## src/rtl/extended_multiply_divide_unit_macros.svh

```systemverilog
// ----------------------------------------------------------------------------
// Extended multiply / divide unit: assertion macros
// Concurrent assertion helpers used by the top-level RTL file of the unit.
// ----------------------------------------------------------------------------
`ifndef EXTENDED_MULTIPLY_DIVIDE_UNIT_MACROS_SVH
`define EXTENDED_MULTIPLY_DIVIDE_UNIT_MACROS_SVH
`ifndef SYNTHESIS
`define EMDU_ASSERT_SAME(label, clk, rstn, a, b) \
    label: assert property (@(posedge clk) disable iff (!rstn) (a) |-> (b)) \
        else $error("assertion failed");
`define EMDU_ASSERT_NEXT(label, clk, rstn, a, b) \
    label: assert property (@(posedge clk) disable iff (!rstn) (a) |=> (b)) \
        else $error("assertion failed");
`else
`define EMDU_ASSERT_SAME(label, clk, rstn, a, b)
`define EMDU_ASSERT_NEXT(label, clk, rstn, a, b)
`endif
`endif

```

## src/rtl/emdu_pkg.sv

```systemverilog
// ----------------------------------------------------------------------------
// Extended multiply / divide unit package
// Types and constants shared by the pipeline stages and the top level.
// ----------------------------------------------------------------------------
package emdu_pkg;

    localparam int unsigned WORD_W      = 32;
    localparam int unsigned DIV_STAGES  = 8;
    localparam int unsigned DIV_STEPS   = 8;   // restoring steps per stage

    typedef enum logic {
        CMD_EDIV = 1'b0,
        CMD_EMUL = 1'b1
    } cmd_t;

    typedef enum logic [1:0] {
        FAULT_NONE     = 2'd0,
        FAULT_ALIGN    = 2'd1,
        FAULT_DIV_ZERO = 2'd2
    } fault_t;

    // Work carried down the pipeline alongside its valid bit.
    typedef struct packed {
        fault_t                  fault;
        logic                    is_mul;
        logic [WORD_W-1:0]       divisor;
        logic [WORD_W-1:0]       rem;
        logic [2*WORD_W-1:0]     num;     // numerator in, quotient out
        logic [2*WORD_W-1:0]     prod;
    } stage_t;

endpackage

```

## src/rtl/emdu_front.sv

```systemverilog
// ----------------------------------------------------------------------------
// Front stage
// Decodes faults, prepares the numerator and forms the 64-bit product.
// ----------------------------------------------------------------------------
module emdu_front (
    input  logic                       aclk,
    input  logic                       aresetn,
    input  logic                       in_valid,
    output logic                       in_ready,
    input  logic                       cmd,
    input  logic [31:0]                src1_value,
    input  logic [31:0]                src2_low,
    input  logic [31:0]                src2_high,
    input  logic                       src2_is_literal,
    input  logic [4:0]                 src2_index,
    input  logic [4:0]                 dest_index,
    output logic                       out_valid,
    input  logic                       out_ready,
    output emdu_pkg::stage_t           out_data
);
    import emdu_pkg::*;

    logic   valid_reg, valid_next;
    stage_t data_reg, data_next;
    logic   is_div;

    assign in_ready = !valid_reg || out_ready;
    assign is_div   = (cmd_t'(cmd) == CMD_EDIV);

    always_comb begin
        data_next.is_mul  = !is_div;
        data_next.divisor = src1_value;
        data_next.rem     = '0;
        data_next.num     = src2_is_literal ? {32'd0, src2_low} : {src2_high, src2_low};
        data_next.prod    = {32'd0, src1_value} * {32'd0, src2_low};
        if (dest_index[0] || (is_div && !src2_is_literal && src2_index[0])) begin
            data_next.fault = FAULT_ALIGN;
        end else if (is_div && (src1_value == '0)) begin
            data_next.fault = FAULT_DIV_ZERO;
        end else begin
            data_next.fault = FAULT_NONE;
        end
    end

    assign valid_next = in_ready ? in_valid : valid_reg;

    always_ff @(posedge aclk) begin
        if (!aresetn) begin
            valid_reg <= 1'b0;
        end else begin
            valid_reg <= valid_next;
        end
    end

    always_ff @(posedge aclk) begin
        if (in_ready && in_valid) begin
            data_reg <= data_next;
        end
    end

    assign out_valid = valid_reg;
    assign out_data  = data_reg;

endmodule

```

## config.mk

```make
export PLATFORM = sky130hd
export DESIGN_NAME = emdu_front
export DESIGN_NICKNAME = d
export VERILOG_FILES = /design/src/rtl/extended_multiply_divide_unit_macros.svh /design/src/rtl/emdu_pkg.sv /design/src/rtl/emdu_front.sv
export SDC_FILE = /design/constraint.sdc
export NUM_CORES = 2
export LEC_CHECK = 0
export BUFFER_PORTS_ARGS = -buffer_cell sky130_fd_sc_hd__buf_2
export CAP_MARGIN = 5
export CORE_MARGIN = 1.5
export CORE_UTILIZATION = 44
export CTS_BUF_LIST = sky130_fd_sc_hd__clkbuf_16
export DETAILED_ROUTE_END_ITERATION = 8
export MAX_ROUTING_LAYER = met4
export PLACE_DENSITY_LB_ADDON = 0.2
export REMOVE_ABC_BUFFERS = 1
export SLEW_MARGIN = 30
export SYNTH_ARGS = -nofsm -noshare
export SYNTH_HDL_FRONTEND = slang
export SYNTH_SLANG_ARGS = --single-unit
```

## constraint.sdc

```tcl
create_clock -name aclk -period 10 [get_ports aclk]
set_input_delay 1 -clock aclk [delete_from_list [all_inputs] [get_ports aclk]]
set_output_delay 1 -clock aclk [all_outputs]
set_load 0.1 [all_outputs]
```

==> metrics list <==
* Initial core utilization: 0.4426
- After detailed routing, the total wire length is 110.8 mm.
* Setup crit start kind: input port
- Maximum achievable frequency: 117.7 MHz
- Most used cells in the layout excluding fill and tap cells: sky130_fd_sc_hd__fa_1 (896), sky130_fd_sc_hd__inv_1 (868), sky130_fd_sc_hd__and2_1 (604)
- Measured along the y axis, the die boundary spans 300.7 um.
* Yosys cell types: 67
* Mean instance size in the synthesized netlist: 9.803 um^2
- The count of nets left with antenna violations once routing finished came out at 0.
- Area added between synthesis and finish: 7.283%
- Global routing finished with a remaining overflow of 0.
* Clock tree sinks: 164
* Global placement routability congestion: 0.9535
- CTS tree: built
- Worst Clk Skew: 0.03446 ns
- Setup repair after global routing missed its margin: no
- Number of instances in the synthesized netlist: 3978
- For this run, the leading register cell type out of synthesis is sky130_fd_sc_hd__edfxtp_1.
- In the final layout, the share of cells above drive strength 1 is 0.09089.
- Arrival time at the worst endpoint: 8.74 ns
* Num rows: 109
* Final hold violation count: 0
* Maximum net fanout on the critical path: 34
- Minimum clock period: 8.498 ns
- After synthesis, the share of flip-flops with an asynchronous set or reset is 0.
- For this run, the total global-route usage over all layers was measured as 0.2646.
- Number of flops mapped to enable cells by yosys: 163
* Latest clock arrival within the worst-skew pair: 0.56 ns
- Result of the run: complete, but fails checks
- Overall die width: 300.7 um
* Final number of setup-violating endpoints: 0
- The H-tree generated during clock tree synthesis spans 4 levels.
- Initial antenna violation count: 4
- The number of global-route vias before repair was 29.43k.
- By startpoint and endpoint, the worst setup path is classified as in2reg.
* Count of TritonRoute iterations in the first routing pass: 7
- Once the clock tree was built, the setup fixing pass inserted 0 buffers.
* Max-slew violations: 0
* Num ports: 309
* Area post-placement: 41220 um^2
- Leading cell type in the layout, fill and taps excluded: sky130_fd_sc_hd__fa_1
- Share of the cycle needed by the critical path after routing: 0.8498
- The sequential cells in the finished layout cover a total of 4915 um^2.
- The final layout contains 5362 nets.
- Cts bufs inserted: 17
- Worst slew margin relative to its limit: 0.2589
* Core Area: 88100 um^2
- Setup TNS after final layout: 0 ns
- Global-route wire length before repair: 172.9 mm
* Syn. warnings: 0
* Total of buffers placed on input and output ports: 268
- Using the TritonRoute via totals, the vias-per-cell ratio works out to 5.186.
* Die Outline Area: 90420 um^2
- Transition at the pin with the smallest max-transition slack: 1.112 ns
- STA classifies the critical path endpoint as a flip-flop.
- CTS clock-pin slew for the worst setup and hold paths: 0.08 ns
* Initial DRC count: 1509
* Root cell of the clock tree: sky130_fd_sc_hd__clkbuf_16
- After routing the design area is 41840 um^2.
* Seq/Total Area, Yosys: 0.1260
- For this run, design rule violations remaining after detail routing come to 4.
- Once placement completed, the tool counted placed cells totaling 5236.
* Number of register bits inferred by synthesis: 164
- Classification of the worst-slack hold path: reg2reg
- Buffers inserted to repair hold after CTS numbered 0.
- Cell Count, Final, Fillers Out: 5272
* Maximum number of pins on one net before global-route repair: 72
- Wirelength per Cell: 21.01 um
- The checks that failed: design-rule violations.
- Gates resized during post-CTS repair numbered 0.
- At the worst endpoint, the required time is 10.24 ns.
- Counting the fill cells in the layout gives 8548.
- Number of violations of the max-capacitance limit: 0
- Minimum hold slack: 0.5438 ns
- Summing over every cut layer, the via total after detailed routing is 27.34k.
- The synthesized netlist occupies a cell area of 39000 um^2.
- The clock passes through at most 2 buffers.
- HPWL after detailed placement: 86.64 mm
- Summing all multi-input logic gate instances after layout gives 29850 um^2.
[sequential cells by signal, summed over array words and instances, names as in the netlist]
register / flops
out_data: 163
out_valid: 1
[area by class of cell]
class	instances	share of cell area
Sequential cell	164	0.1175
Antenna cell	3	0.0001794
Clock buffer	17	0.01017
Clock inverter	15	0.003708
Tap cell	1165	0.03484
Timing Repair Buffer	320	0.04226
Inverter	868	0.07788
Multi-Input combinational cell	2720	0.7135
[per-layer routing]
metal	part of all wire	track usage
met5	0	-
met4	0.028	0.08279
met2	0.51	0.4444
met3	0.052	0.03658
met1	0.41	0.3313
[stage by stage]
stage	utilization	setup slack, ns
floorplan	-	2.728
global placement	0.4678	0.9918
detailed placement	0.4678	1.015
CTS	0.4744	1.550
global route	0.4748	1.097
finish	0.4749	1.502
[kinds of logic (layout without fill, tap and decap cells)]
family                   count (synthesis)  in the layout  synth area share
flip-flops                             164            164            0.1260
other                                    1             35        0.00009616
XOR/XNOR                                60             60           0.01348
buffers and inverters                 1125           1220            0.1116
AO/OA/AOI/OAI                          219            219           0.03584
adder cells (fa/ha/maj)               1159           1159            0.5444
AND/OR/NAND/NOR                       1249           1249            0.1684
multiplexers                             1              1         0.0002887
[Yosys cell counts (all sizes together), types with 21 or more instances]
| library cell | number | area share |
|---|---|---|
| xnor2 | 35 | 0.0079 |
| edfxtp | 163 | 0.13 |
| a21oi | 77 | 0.010 |
| clkbuf | 218 | 0.021 |
| nand4 | 21 | 0.0034 |
| o21ai | 46 | 0.0059 |
| nor2 | 27 | 0.0026 |
| buf | 39 | 0.0070 |
| nor2b | 37 | 0.0059 |
| nand3 | 23 | 0.0030 |
| and2 | 607 | 0.097 |
| nand2 | 475 | 0.046 |
| ha | 263 | 0.084 |
| xor2 | 25 | 0.0056 |
| fa | 896 | 0.46 |
| a21o | 27 | 0.0052 |
| inv | 868 | 0.084 |
[final timing paths]
| path | startpoint | to | slack, ns | depth (start not counted) |
|---|---|---|---|---|
| worst max-delay path | src1_value[12] | out_data[63]$_DFFE_PP_ | 1.50 | 23 |
| worst min-delay path | out_valid$_SDFFE_PN0N_ | out_valid$_SDFFE_PN0N_ | 0.54 | 2 |
| worst max register to register | out_valid$_SDFFE_PN0N_ | out_data[186]$_DFFE_PP_ | 7.93 | 3 |
| worst min register to register | out_valid$_SDFFE_PN0N_ | out_valid$_SDFFE_PN0N_ | 0.54 | 2 |
[critical path: stages]
cell and delay [ns]:
sky130_fd_sc_hd__buf_2 0.72, sky130_fd_sc_hd__and2_1 0.27, sky130_fd_sc_hd__fa_1 0.45, sky130_fd_sc_hd__fa_1 0.51, sky130_fd_sc_hd__fa_1 0.53, sky130_fd_sc_hd__inv_1 0.05
sky130_fd_sc_hd__fa_1 0.47, sky130_fd_sc_hd__inv_1 0.05, sky130_fd_sc_hd__fa_1 0.50, sky130_fd_sc_hd__inv_1 0.06, sky130_fd_sc_hd__fa_1 0.53, sky130_fd_sc_hd__inv_1 0.05
sky130_fd_sc_hd__fa_1 0.50, sky130_fd_sc_hd__fa_1 0.44, sky130_fd_sc_hd__ha_1 0.39, sky130_fd_sc_hd__a21oi_1 0.21, sky130_fd_sc_hd__o21ai_0 0.15, sky130_fd_sc_hd__a221oi_1 0.33
sky130_fd_sc_hd__o31ai_1 0.21, sky130_fd_sc_hd__o21ai_1 0.48, sky130_fd_sc_hd__nand3b_1 0.22, sky130_fd_sc_hd__a2111oi_0 0.43, sky130_fd_sc_hd__nor3b_1 0.17
Power is not shown: default switching activity piles up to over one toggle a cycle in this logic, so the estimate is an artifact.
